File: src/hdl/ohmd_pkg.sv
`default_nettype none

package ohmd_pkg;

  localparam int HEADER_BYTES          = 80;
  localparam int SLOT_FIRST            = 4;
  localparam int SLOT_END              = 60;
  localparam int NUM_SLOTS             = 14;
  localparam int TYPE_BYTES            = 4;
  localparam int OFS_W                 = 14;
  localparam int TAG_W                 = 4;
  localparam int HPOS_W                = 6;
  localparam int DEF_MAX_PAYLOAD_BYTES = 4096;

  localparam logic [TAG_W-1:0] TAG_TYPE = 4'd0;
  localparam logic [TAG_W-1:0] TAG_NONE = 4'd15;

  localparam logic [7:0] ASCII_ZERO  = 8'd48;
  localparam logic [7:0] ASCII_NINE  = 8'd57;
  localparam logic [7:0] ASCII_DASH  = 8'd45;
  localparam logic [7:0] ASCII_ONE   = 8'd49;

  // per-step control from the byte counter to the parser and tag tracker
  typedef struct packed {
    logic              hdr;   // byte is a header slot character
    logic              pay;   // byte is an emitted payload byte
    logic              clr;   // last byte of the message
    logic [HPOS_W-1:0] hpos;  // header byte position
  } ohmd_ctl_t;

  typedef struct packed {
    logic [TAG_W-1:0] tag;
    logic             start;
  } ohmd_tag_t;

  // expected character of the absent marker "00-1" in each column
  function automatic logic [7:0] absent_char(input logic [1:0] col);
    logic [7:0] c;
    unique case (col)
      2'd0:    c = ASCII_ZERO;
      2'd1:    c = ASCII_ZERO;
      2'd2:    c = ASCII_DASH;
      default: c = ASCII_ONE;
    endcase
    return c;
  endfunction

endpackage

`default_nettype wire

File: src/hdl/offset_header_message_deframer_unit.sv
`default_nettype none

// Chan  Handshake            Payload fields, in order
// ----  -------------------  ---------------------------------------------------------------
// in    in_valid/in_stall    msg_byte end_of_msg
// out   out_valid/out_stall  field_tag payload_byte payload_pos field_start msg_last header_error
//
// One byte per cycle sustained while out_stall is low. A payload byte passes through the input
// register and then the result register, where out_valid rises for it; out_stall can hold it
// in either register.
// Header bytes and overlong payload bytes produce no output transaction.
// rst is synchronous; state is also cleared by the byte that carries end_of_msg.
// out_stall holds the result register and, through it, the input register;
// in_stall is raised only while both registers are full and the output stalls.

module offset_header_message_deframer_unit #(
  parameter int MAX_PAYLOAD_BYTES = ohmd_pkg::DEF_MAX_PAYLOAD_BYTES,
  localparam int POS_W  = $clog2(MAX_PAYLOAD_BYTES),
  localparam int BPOS_W = $clog2(ohmd_pkg::HEADER_BYTES + MAX_PAYLOAD_BYTES + 1)
) (
  input  wire logic                       clk,
  input  wire logic                       rst,
  input  wire logic                       in_valid,
  output logic                            in_stall,
  input  wire logic [7:0]                 msg_byte,
  input  wire logic                       end_of_msg,
  output logic                            out_valid,
  input  wire logic                       out_stall,
  output logic [ohmd_pkg::TAG_W-1:0]      field_tag,
  output logic [7:0]                      payload_byte,
  output logic [POS_W-1:0]                payload_pos,
  output logic                            field_start,
  output logic                            msg_last,
  output logic                            header_error
);

  localparam logic [BPOS_W-1:0] POS_LIMIT =
    BPOS_W'(ohmd_pkg::HEADER_BYTES + MAX_PAYLOAD_BYTES);

  // input register
  logic       in_vld_r;
  logic [7:0] byte_r;
  logic       last_r;

  // message byte counter, saturates past the longest payload
  logic [BPOS_W-1:0] bpos;
  logic [BPOS_W-1:0] rel_full;

  logic adv;   // result register free this cycle
  logic step;  // the registered byte is processed now
  logic in_hdr;
  logic in_pay;

  ohmd_pkg::ohmd_ctl_t ctl;
  ohmd_pkg::ohmd_tag_t tag_info;
  logic [POS_W-1:0]    rel;

  logic [ohmd_pkg::NUM_SLOTS-1:0][ohmd_pkg::OFS_W-1:0] offsets;
  logic [ohmd_pkg::NUM_SLOTS-1:0]                      present;
  logic                                                error_seen;

  assign adv      = !out_valid || !out_stall;
  assign step     = in_vld_r && adv;
  assign in_stall = in_vld_r && !adv;

  assign in_hdr   = (bpos >= BPOS_W'(ohmd_pkg::SLOT_FIRST)) &&
                    (bpos <  BPOS_W'(ohmd_pkg::SLOT_END));
  assign in_pay   = (bpos >= BPOS_W'(ohmd_pkg::HEADER_BYTES)) && (bpos != POS_LIMIT);
  assign rel_full = bpos - BPOS_W'(ohmd_pkg::HEADER_BYTES);
  assign rel      = rel_full[POS_W-1:0];

  assign ctl.hdr  = step && in_hdr;
  assign ctl.pay  = step && in_pay;
  assign ctl.clr  = step && last_r;
  assign ctl.hpos = bpos[ohmd_pkg::HPOS_W-1:0];

  always_ff @(posedge clk) begin
    if (rst) begin
      in_vld_r <= 1'b0;
    end else if (!in_stall) begin
      in_vld_r <= in_valid;
    end
  end

  always_ff @(posedge clk) begin
    if (!in_stall && in_valid) begin
      byte_r <= msg_byte;
      last_r <= end_of_msg;
    end
  end

  always_ff @(posedge clk) begin
    if (rst) begin
      bpos <= '0;
    end else if (step) begin
      if (last_r) begin
        bpos <= '0;
      end else if (bpos != POS_LIMIT) begin
        bpos <= bpos + 1'b1;
      end
    end
  end

  ohmd_slot_parser u_parser (
    .clk        (clk),
    .rst        (rst),
    .ctl        (ctl),
    .ch         (byte_r),
    .offsets    (offsets),
    .present    (present),
    .error_seen (error_seen)
  );

  ohmd_tag_track #(
    .POS_W (POS_W)
  ) u_tag (
    .clk      (clk),
    .rst      (rst),
    .ctl      (ctl),
    .rel      (rel),
    .offsets  (offsets),
    .present  (present),
    .tag_info (tag_info)
  );

  // result register
  always_ff @(posedge clk) begin
    if (rst) begin
      out_valid <= 1'b0;
    end else if (adv) begin
      out_valid <= ctl.pay;
    end
  end

  always_ff @(posedge clk) begin
    if (ctl.pay) begin
      field_tag    <= tag_info.tag;
      payload_byte <= byte_r;
      payload_pos  <= rel;
      field_start  <= tag_info.start;
      msg_last     <= last_r;
      header_error <= error_seen;  // header is complete before any payload byte
    end
  end

  // ---- assertions ----

  // type bytes always carry the type tag
  a_type_tag: assert property (@(posedge clk) disable iff (rst)
    out_valid && (payload_pos < POS_W'(ohmd_pkg::TYPE_BYTES)) |->
      field_tag == ohmd_pkg::TAG_TYPE)
    else $error("type byte carries a non-type tag");

  // first payload byte of a message always opens a field
  a_first_start: assert property (@(posedge clk) disable iff (rst)
    out_valid && (payload_pos == '0) |-> field_start)
    else $error("first payload byte lacks field_start");

  // the last byte of a message rewinds the byte counter
  a_last_clears: assert property (@(posedge clk) disable iff (rst)
    step && last_r |=> bpos == '0)
    else $error("byte counter not cleared after end of message");

  // the input side stalls only behind a stalled full result register
  a_stall_cause: assert property (@(posedge clk) disable iff (rst)
    in_stall |-> out_valid && out_stall && in_vld_r)
    else $error("input stalled without output back-pressure");

endmodule

`default_nettype wire

File: src/hdl/ohmd_slot_parser.sv
`default_nettype none

module ohmd_slot_parser (
  input  wire logic                                               clk,
  input  wire logic                                               rst,
  input  wire ohmd_pkg::ohmd_ctl_t                                ctl,
  input  wire logic [7:0]                                         ch,
  output logic [ohmd_pkg::NUM_SLOTS-1:0][ohmd_pkg::OFS_W-1:0]     offsets,
  output logic [ohmd_pkg::NUM_SLOTS-1:0]                          present,
  output logic                                                    error_seen
);

  logic [ohmd_pkg::OFS_W-1:0] acc;
  logic                       absent;
  logic                       bad;

  logic [1:0]                 col;
  logic [3:0]                 slot;
  logic                       is_digit;
  logic [ohmd_pkg::OFS_W+3:0] acc_x10;
  logic [ohmd_pkg::OFS_W-1:0] acc_next;
  logic                       absent_next;
  logic                       bad_next;
  logic [ohmd_pkg::HPOS_W-1:0] slot_pos;

  assign col      = ctl.hpos[1:0];
  assign slot_pos = ctl.hpos - ohmd_pkg::HPOS_W'(ohmd_pkg::SLOT_FIRST);
  assign slot     = slot_pos[5:2];
  assign is_digit = (ch >= ohmd_pkg::ASCII_ZERO) && (ch <= ohmd_pkg::ASCII_NINE);

  // acc*10 + digit, kept to 14 bits
  assign acc_x10 = {1'b0, acc, 3'b000} + {3'b000, acc, 1'b0}
                 + {10'd0, ch - ohmd_pkg::ASCII_ZERO};
  assign acc_next    = is_digit ? acc_x10[ohmd_pkg::OFS_W-1:0] : acc;
  assign absent_next = absent && (ch == ohmd_pkg::absent_char(col));
  assign bad_next    = bad || !is_digit;

  always_ff @(posedge clk) begin
    if (rst) begin
      acc        <= '0;
      absent     <= 1'b1;
      bad        <= 1'b0;
      present    <= '0;
      error_seen <= 1'b0;
    end else if (ctl.clr) begin
      acc        <= '0;
      absent     <= 1'b1;
      bad        <= 1'b0;
      present    <= '0;
      error_seen <= 1'b0;
    end else if (ctl.hdr) begin
      if (col == 2'd3) begin
        if (absent_next) begin
          present[slot] <= 1'b0;
        end else if (bad_next) begin
          present[slot] <= 1'b0;
          error_seen    <= 1'b1;
        end else begin
          present[slot] <= 1'b1;
          offsets[slot] <= acc_next;
        end
        acc    <= '0;
        absent <= 1'b1;
        bad    <= 1'b0;
      end else begin
        acc    <= acc_next;
        absent <= absent_next;
        bad    <= bad_next;
      end
    end
  end

endmodule

`default_nettype wire

File: src/hdl/ohmd_tag_track.sv
`default_nettype none

module ohmd_tag_track #(
  parameter int POS_W = 12
) (
  input  wire logic                                               clk,
  input  wire logic                                               rst,
  input  wire ohmd_pkg::ohmd_ctl_t                                ctl,
  input  wire logic [POS_W-1:0]                                   rel,
  input  wire logic [ohmd_pkg::NUM_SLOTS-1:0][ohmd_pkg::OFS_W-1:0] offsets,
  input  wire logic [ohmd_pkg::NUM_SLOTS-1:0]                     present,
  output ohmd_pkg::ohmd_tag_t                                     tag_info
);

  // Positions rise by one per payload byte, so the covering field only
  // changes where the position hits an offset exactly.
  logic [ohmd_pkg::TAG_W-1:0] best;
  logic [ohmd_pkg::TAG_W-1:0] best_next;
  logic [ohmd_pkg::TAG_W-1:0] prev;
  logic [ohmd_pkg::OFS_W-1:0] rel_x;

  assign rel_x = {{(ohmd_pkg::OFS_W-POS_W){1'b0}}, rel};

  always_comb begin
    best_next = best;
    for (int k = 0; k < ohmd_pkg::NUM_SLOTS; k++) begin
      if (present[k] && (offsets[k] == rel_x)) begin
        best_next = ohmd_pkg::TAG_W'(k + 1);  // higher slot wins a tie
      end
    end
  end

  assign tag_info.tag   = (rel < POS_W'(ohmd_pkg::TYPE_BYTES)) ? ohmd_pkg::TAG_TYPE
                                                               : best_next;
  assign tag_info.start = (tag_info.tag != prev);

  always_ff @(posedge clk) begin
    if (rst || ctl.clr) begin
      best <= ohmd_pkg::TAG_TYPE;
      prev <= ohmd_pkg::TAG_NONE;
    end else if (ctl.pay) begin
      best <= best_next;
      prev <= tag_info.tag;
    end
  end

endmodule

`default_nettype wire
File: config.mk
export PLATFORM = sky130hd
export DESIGN_NAME = offset_header_message_deframer_unit
export DESIGN_NICKNAME = d
export VERILOG_FILES = /design/src/hdl/ohmd_pkg.sv /design/src/hdl/offset_header_message_deframer_unit.sv /design/src/hdl/ohmd_slot_parser.sv /design/src/hdl/ohmd_tag_track.sv
export SDC_FILE = /design/constraint.sdc
export NUM_CORES = 1
export LEC_CHECK = 0
export ABC_AREA = 0
export ABC_CLOCK_PERIOD_IN_PS = 4200
export BUFFER_PORTS_ARGS = -buffer_cell sky130_fd_sc_hd__buf_2
export CORE_ASPECT_RATIO = 0.8
export CORE_MARGIN = 5
export CORE_UTILIZATION = 60
export CTS_CLUSTER_SIZE = 16
export DETAILED_ROUTE_END_ITERATION = 8
export GPL_TIMING_DRIVEN = 1
export PLACE_DENSITY = 0.77
export RECOVER_POWER = 100
export SLEW_MARGIN = 15
export SYNTH_ARGS = -nofsm -noshare
export SYNTH_HDL_FRONTEND = slang
export SYNTH_HIERARCHICAL = 1
export SYNTH_SLANG_ARGS = --single-unit
File: constraint.sdc
create_clock -name clk -period 4.2 [get_ports clk]
set_input_delay 1.26 -clock clk [delete_from_list [all_inputs] [get_ports clk]]
set_output_delay 1.26 -clock clk [all_outputs]
set_load 0.005 [all_outputs]
==> qor.yml, run 1 <==
cts:
  cts_tree: "built"
  cts.clk_slew.worst_paths_ps: 60
  postCtsSetupBuffers: 0
  ctsResizeCount: 0
  clock_sinks: 286
  hold_buffers: 0
  clockBufferDepth: 3
  root_buffer: "clkbuf_16"
  cts_buffers: 29
  h-tree-depth: 1
  clk-insertion-delay-late_ps: 540
grt:
  grt_pass1_vias: 8421
  grt_pass1_wl_um: 50500
  gr-usage-all-layers_pct: 26.1
  antenna_found_initial: 0
  grt_max_degree: 33
  grt.overflow.total: 0
die:
  die-area_sq_mm: 0.0257
  die_w_um: 178
  rows: 49
  ios: 42
  die_y_um: 144
  core_area_sq_mm: 0.0224
  initial_utilization_pct: 60.5
cells_and_area:
  drive_above_1_share_pct: 14.6
  multiInputGateArea_sq_mm: 0.00512
  n_antenna_cell: 0
  finalNonFillerCells: 1451
  fin_util_pct: 67.1
  regArea_sq_mm: 0.00805
  finalNetCount: 1167
  fillers: 1593
  area_growth_pct: 10.9
synthesis:
  yosys-top-cells-area: "edfxtp_1 51%, dfxtp_1 8.0%, xor2_1 6.9%"
  synth_top_cell_by_area: "edfxtp_1"
  yosys_warnings: 6
  synth.most_common_cell: "edfxtp_1"
  ys_types: 81
  synthFlopType: "edfxtp_1"
  synth_edf_count: 232
  synthCells: 1046
  ys_seq_area_share_pct: 59.4
  synth_common_cells: "232 x edfxtp_1, 106 x xor2_1, 85 x xnor2_1"
  syn_area_per_cell_sq_um: 12.9
  netlist_area_sq_mm: 0.0135
  synth_seq_cells: 286
  synth_top_area_share_pct: 51.4
  async_reset_ff_share_pct: 0
  synth_fp_nets: 1090
sta:
  fmax_mhz: 253
  grt_setup_unrepaired: "false"
  slew_headroom_pct: -20.9
  worst_slew_pin_slew_ps: 1810
  hold_ws_ps: 447
  setup_viol: 0
  tns_ps: 0
  fin_worst_skew_ps: 13.9
  maxSlewViolCount: 33
  fin_crit_sh_pct: 94.0
  period_minus_slack_ps: 3950
  hold_viol_final: 0
critical_path:
  worstPathRequired_ps: 4390
  worstSetupStartpointType: "flip-flop"
  path_max_fanout: 32
  crit_arrival_ps: 4130
  crit_path_end_kind: "flip-flop"
  criticalPathCategory: "reg -> reg"
routing:
  final_antenna_net_count: 0
  vias: 8875
  drtPass1Iterations: 5
  vias_per_cell: 6.12
  wl_per_cell_um: 22.8
  wirelength_um: 33000
  initialDrtViolationCount: 1087
  drc: 0
outcome:
  outcome: "finished, violations left"
  violations: "max-capacitance violations, max-slew violations"
place:
  dpl.hpwl_um: 21600
  place.gp.congestion: 0.914
  dp.cells: 1398
  io_buffers: 41
hold_path:
  hold_path_class: "reg -> reg"
power:
  total_power_uw: 5540
  clockPowerShare_pct: 42.7
  ir_drop_uv: 307
  switching_share_pct: 20.5
  intPower_uw: 4400
  total_leakage_power_uw: 0.00546
  p_seq_share_pct: 55.2
  power_density_mw_per_mm2: 369
  pwr-share-comb_pct: 2.1
  power_switching_uw: 1130
run:
  drv_cap: 1
layout by cell type, fill, tap and decap left out, drive strengths merged, types with 5 or more instances in the layout:
master	instances
clkinv	12
nor3	23
a211oi	6
mux2i	10
xnor2	88
and2	6
a31oi	7
ha	25
nand3	31
nor2	83
clkbuf	81
nor4	41
and3	5
nor2b	12
nor3b	5
buf	53
o21ai	25
nand2	64
fa	6
nor4b	6
xor2	108
nand4	38
a21oi	30
and4	6
edfxtp	232
or4	8
dfxtp	54
a21o	6
inv	13
or2	6
power groups by stage:
stage	clock (uW)	combinational [uW]	sequential (uW)
finish	2360	118	3060
global route	2510	128	3060
CTS	2390	119	3060
detailed placement	0	118	3120
global placement	0	114	3120
floorplan	0	74.3	3110
worst max-delay path, stage by stage (launching register included):
cell,delay [ps]
dfxtp_1,1530
nor4_1,160
nor4b_2,500
and3_1,350
nand3b_1,420
nor2_1,220
clkbuf_2,390
cell type report:
class | instances | area share [%]
clock buffers | 41 | 5.33
clock inverters | 12 | 0.408
repair buffers | 93 | 3.72
well taps | 306 | 2.55
inverters | 13 | 0.325
multi-input cells | 700 | 34.1
flip-flops and latches | 286 | 53.6
final timing paths:
path | endpoint | cells past startpoint | startpoint | slack (ps)
worst max-delay path | u_parser/offsets[87]$_DFFE_PP_ | 6 | bpos[3]$_SDFFE_PP0P_ | 250
worst max register to register | u_parser/offsets[87]$_DFFE_PP_ | 6 | bpos[3]$_SDFFE_PP0P_ | 250
worst min-delay path | header_error$_DFFE_PP_ | 0 | u_parser/error_seen$_SDFFE_PP0P_ | 450
worst min register to register | header_error$_DFFE_PP_ | 0 | u_parser/error_seen$_SDFFE_PP0P_ | 450
state kept, by name (all words and copies together) (netlist names), named ones only:
name,count
bpos,13
u_parser/error_seen,1
msg_last,1
field_start,1
out_valid,1
u_tag/best,4
u_parser/bad,1
field_tag,4
header_error,1
in_vld_r,1
u_tag/prev,4
payload_byte,8
u_parser/acc,14
payload_pos,12
last_r,1
u_parser/offsets,196
u_parser/absent,1
byte_r,8
cell families after synthesis:
| kind of cell | count (synthesis) | synth area share (%) |
|---|---|---|
| AOI/OAI and AO/OA | 110 | 5.66 |
| xor gates and xnor gates | 196 | 13.0 |
| adders and majority gates | 31 | 3.20 |
| buffers and inverters | 60 | 3.17 |
| DFF | 286 | 59.4 |
| muxes | 13 | 0.989 |
| and+or+nand+nor | 350 | 14.5 |
per-layer routing:
layer,up-vias,GRT usage (%),wire [um]
li1,3980,-,-
met1,4370,38.8,14100
met2,450,40.4,14900
met3,75,5.02,3130
met4,0,5.94,843
met5,-,0,0
per-stage QoR:
stage | area, sq um | setup slack (ps)
finish | 15000 | 250
global route | 15000 | 55.5
CTS | 15100 | 348
detailed placement | 14300 | 409
global placement | 14300 | 464
floorplan | 13500 | 433
Note: power is estimated with default switching activity, not from simulation.
==> run 2, diff against run 1 <==
--- a/config.mk
+++ b/config.mk
@@ -11,3 +11,2 @@
 export CORE_ASPECT_RATIO = 0.8
-export CORE_MARGIN = 5
 export CORE_UTILIZATION = 60
@@ -18,2 +17,3 @@
 export RECOVER_POWER = 100
+export REMOVE_ABC_BUFFERS = 1
 export SLEW_MARGIN = 15
--- a/constraint.sdc
+++ b/constraint.sdc
@@ -3,2 +3,2 @@
 set_output_delay 1.26 -clock clk [all_outputs]
-set_load 0.005 [all_outputs]
+set_load 0.1 [all_outputs]
==> run 2 against run 1 <==
  * The flow still finishes with violations (max-capacitance violations, max-slew violations)
  * Flip-flop and latch count did not move
  * Via count rose by 0.20%
  * Setup slack got worse by 90 ps
  * Sequential power barely moved
  * Register-to-register slack got worse by 90 ps
  * Sequential share of layout area rose by 0.053 points
  * Cell area barely moved
  * Routed wire length fell by 0.99%
  * Critical path type unchanged
  * Critical endpoint is now u_parser/offsets[124]$_DFFE_PP_
  * Largest cell class unchanged
  * Largest power group unchanged
  * Highest routed layer unchanged
==> qor.yml, run 2 (synthesis results as in run 1) <==
outcome:
  outcome: "finished, violations left"
  violations: "max-capacitance violations, max-slew violations"
sta:
  setup_viol: 0  # unchanged
  fin_worst_skew_ps: 14.1  # +0.178 ps
  slew_headroom_pct: -19.1  # +1.7 points
  fmax_mhz: 248  # -2.2%
  fin_crit_sh_pct: 96.2  # +2.1 points
  grt_setup_unrepaired: "false"
  worst_slew_pin_slew_ps: 1780  # -26.0 ps
  maxSlewViolCount: 31  # -6.1%
  tns_ps: 0  # unchanged
  period_minus_slack_ps: 4040  # +90.2 ps
  hold_viol_final: 0  # unchanged
critical_path:
  crit_slowest_cell: "dfxtp_1"
  worstSetupStartpointType: "flip-flop"
  worstPathRequired_ps: 4420  # +30 ps
  crit_path_end_kind: "flip-flop"
  criticalPathCategory: "reg -> reg"
  path_max_fanout: 30  # -6.3%
  crit_chain: "nor4_1, nor4b_1, nand3_1, nor2_1, nand2_1, nor2_1, buf_2"
  cpMostUsedCell: "nor2_1"
  reg2reg_slack_ps: 160  # -90 ps
  critical-path-max-stage-delay_ps: 1510  # -20 ps
  crit_arrival_ps: 4260  # +130 ps
  r2r_cells: 7  # +1
die:
  ios: 42  # unchanged
  rows: 48  # -2.0%
  core_area_sq_mm: 0.0219  # -2.3%
  die_w_um: 170  # -4.5%
  die-area_sq_mm: 0.0232  # -9.8%
  initial_utilization_pct: 61.9  # +1.4 points
  die_y_um: 136  # -5.5%
hold_path:
  hold_path_class: "reg -> reg"
  hold_depth: 0  # unchanged
cells_and_area:
  drive_above_1_share_pct: 13.3  # -1.3 points
  finalNonFillerCells: 1442  # -0.62%
  area_growth_pct: 10.8  # about the same
  n_antenna_cell: 0  # unchanged
  final_common_cell: "edfxtp_1"
  largest_register_ffs: 196  # unchanged
  top_register: "u_parser/offsets"
  mostFrequentLayoutCells: "232 x edfxtp_1, 103 x xor2_1, 83 x nor2_1, 82 x xnor2_1, 64 x nand2_1"
  reg_top3: "u_parser/offsets: 196 flops, u_parser/acc: 14 flops, bpos: 13 flops"
  finalNetCount: 1165  # -0.17%
  fin_area_sq_mm: 0.0150  # about the same
routing:
  initialDrtViolationCount: 892  # -18%
  wl_per_cell_um: 22.7  # -0.37%
  drc: 0  # unchanged
  vias_per_cell: 6.17  # +0.83%
  drtPass1Iterations: 6  # +1
  wirelength_um: 32700  # -0.99%
  final_antenna_net_count: 0  # unchanged
  vias: 8893  # +0.20%
place:
  dp.cells: 1392  # -0.43%
  dpl_cell_area_sq_mm: 0.0143  # -0.13%
  dpl.hpwl_um: 21200  # -2.0%
  io_buffers: 41  # unchanged
  place.gp.congestion: 0.913  # -0.11%
power:
  total_leakage_power_uw: 0.00541  # -0.91%
  intPower_uw: 4440  # +0.96%
  switching_share_pct: 20.0  # -0.48 points
  total_power_uw: 5560  # +0.35%
  power_density_mw_per_mm2: 370  # +0.44%
  ir_drop_uv: 245  # -20%
  power_switching_uw: 1110  # -2.0%
  p_seq_share_pct: 55.0  # -0.2 points
  pwr-share-comb_pct: 2.1  # about the same
  clockPowerShare_pct: 42.9  # +0.2 points
cts:
  h-tree-depth: 1  # unchanged
  root_buffer: "clkbuf_16"
  cts_tree: "built"
  cts.clk_slew.worst_paths_ps: 60  # about the same
  hold_buffers: 0  # unchanged
  clockBufferDepth: 3  # unchanged
  clock_sinks: 286  # unchanged
  cts_buffers: 27  # -6.9%
  postCtsSetupBuffers: 0  # unchanged
  ctsResizeCount: 0  # unchanged
  clk-insertion-delay-late_ps: 540  # about the same
grt:
  grt_pass1_vias: 8596  # +2.1%
  gr-usage-all-layers_pct: 29.3  # +3.2 points
  grt.overflow.total: 0  # unchanged
  antenna_found_initial: 0  # unchanged
  grt_pass1_wl_um: 50200  # -0.66%
  grt_max_degree: 31  # -6.1%
run:
  drv_cap: 1  # unchanged
[run 2: layout make-up]
cell class | instances | area, sq um
inverter | 13 | 48.8
timing repair buffer | 93 | 544
fill | 1567 | 6850
sequential | 286 | 8050
clock buffer | 37 | 785
clock inverter | 13 | 88.8
tap | 300 | 375
multi-input combinational | 700 | 5120
[run 2: per-stage QoR]
step | setup WS, ps | hold slack [ps] | utilization (%)
detailed placement | 171 | 427 | 65.2
global route | 44.0 | 451 | 68.7
global placement | 226 | 422 | 65.2
CTS | 156 | 443 | 69.2
floorplan | -341 | 409 | -
finish | 160 | 451 | 68.7
[run 2: power groups by stage]
| stage | Sequential, uW | Clock [uW] | Combinational [uW] |
|---|---|---|---|
| after floorplan | 3110 | 0 | 65.8 |
| after global placement | 3110 | 0 | 114 |
| after detailed placement | 3120 | 0 | 118 |
| after CTS | 3050 | 2410 | 119 |
| after global routing | 3050 | 2510 | 129 |
| final | 3050 | 2380 | 119 |
[run 2: critical path: cells and delay by family, from the launching register on]
family / cells / cell delay [ps]
flops: 1 / 1510
buf+inv: 1 / 340
simple gates: 6 / 1850
[run 2: worst paths after layout]
kind                                     end                              from
max          u_parser/offsets[124]$_DFFE_PP_              bpos[3]$_SDFFE_PP0P_
min                   header_error$_DFFE_PP_  u_parser/error_seen$_SDFFE_PP0P_
max reg2reg  u_parser/offsets[124]$_DFFE_PP_              bpos[3]$_SDFFE_PP0P_
min reg2reg           header_error$_DFFE_PP_  u_parser/error_seen$_SDFFE_PP0P_
[run 2: per-layer routing]
metal  GRT usage (%)  vias up  wire [um]
li1                -     3984          -
met1            41.9     4380      14000
met2            46.3      461      14700
met3            5.44       68       3200
met4            7.71        0        847
met5               0        -          0
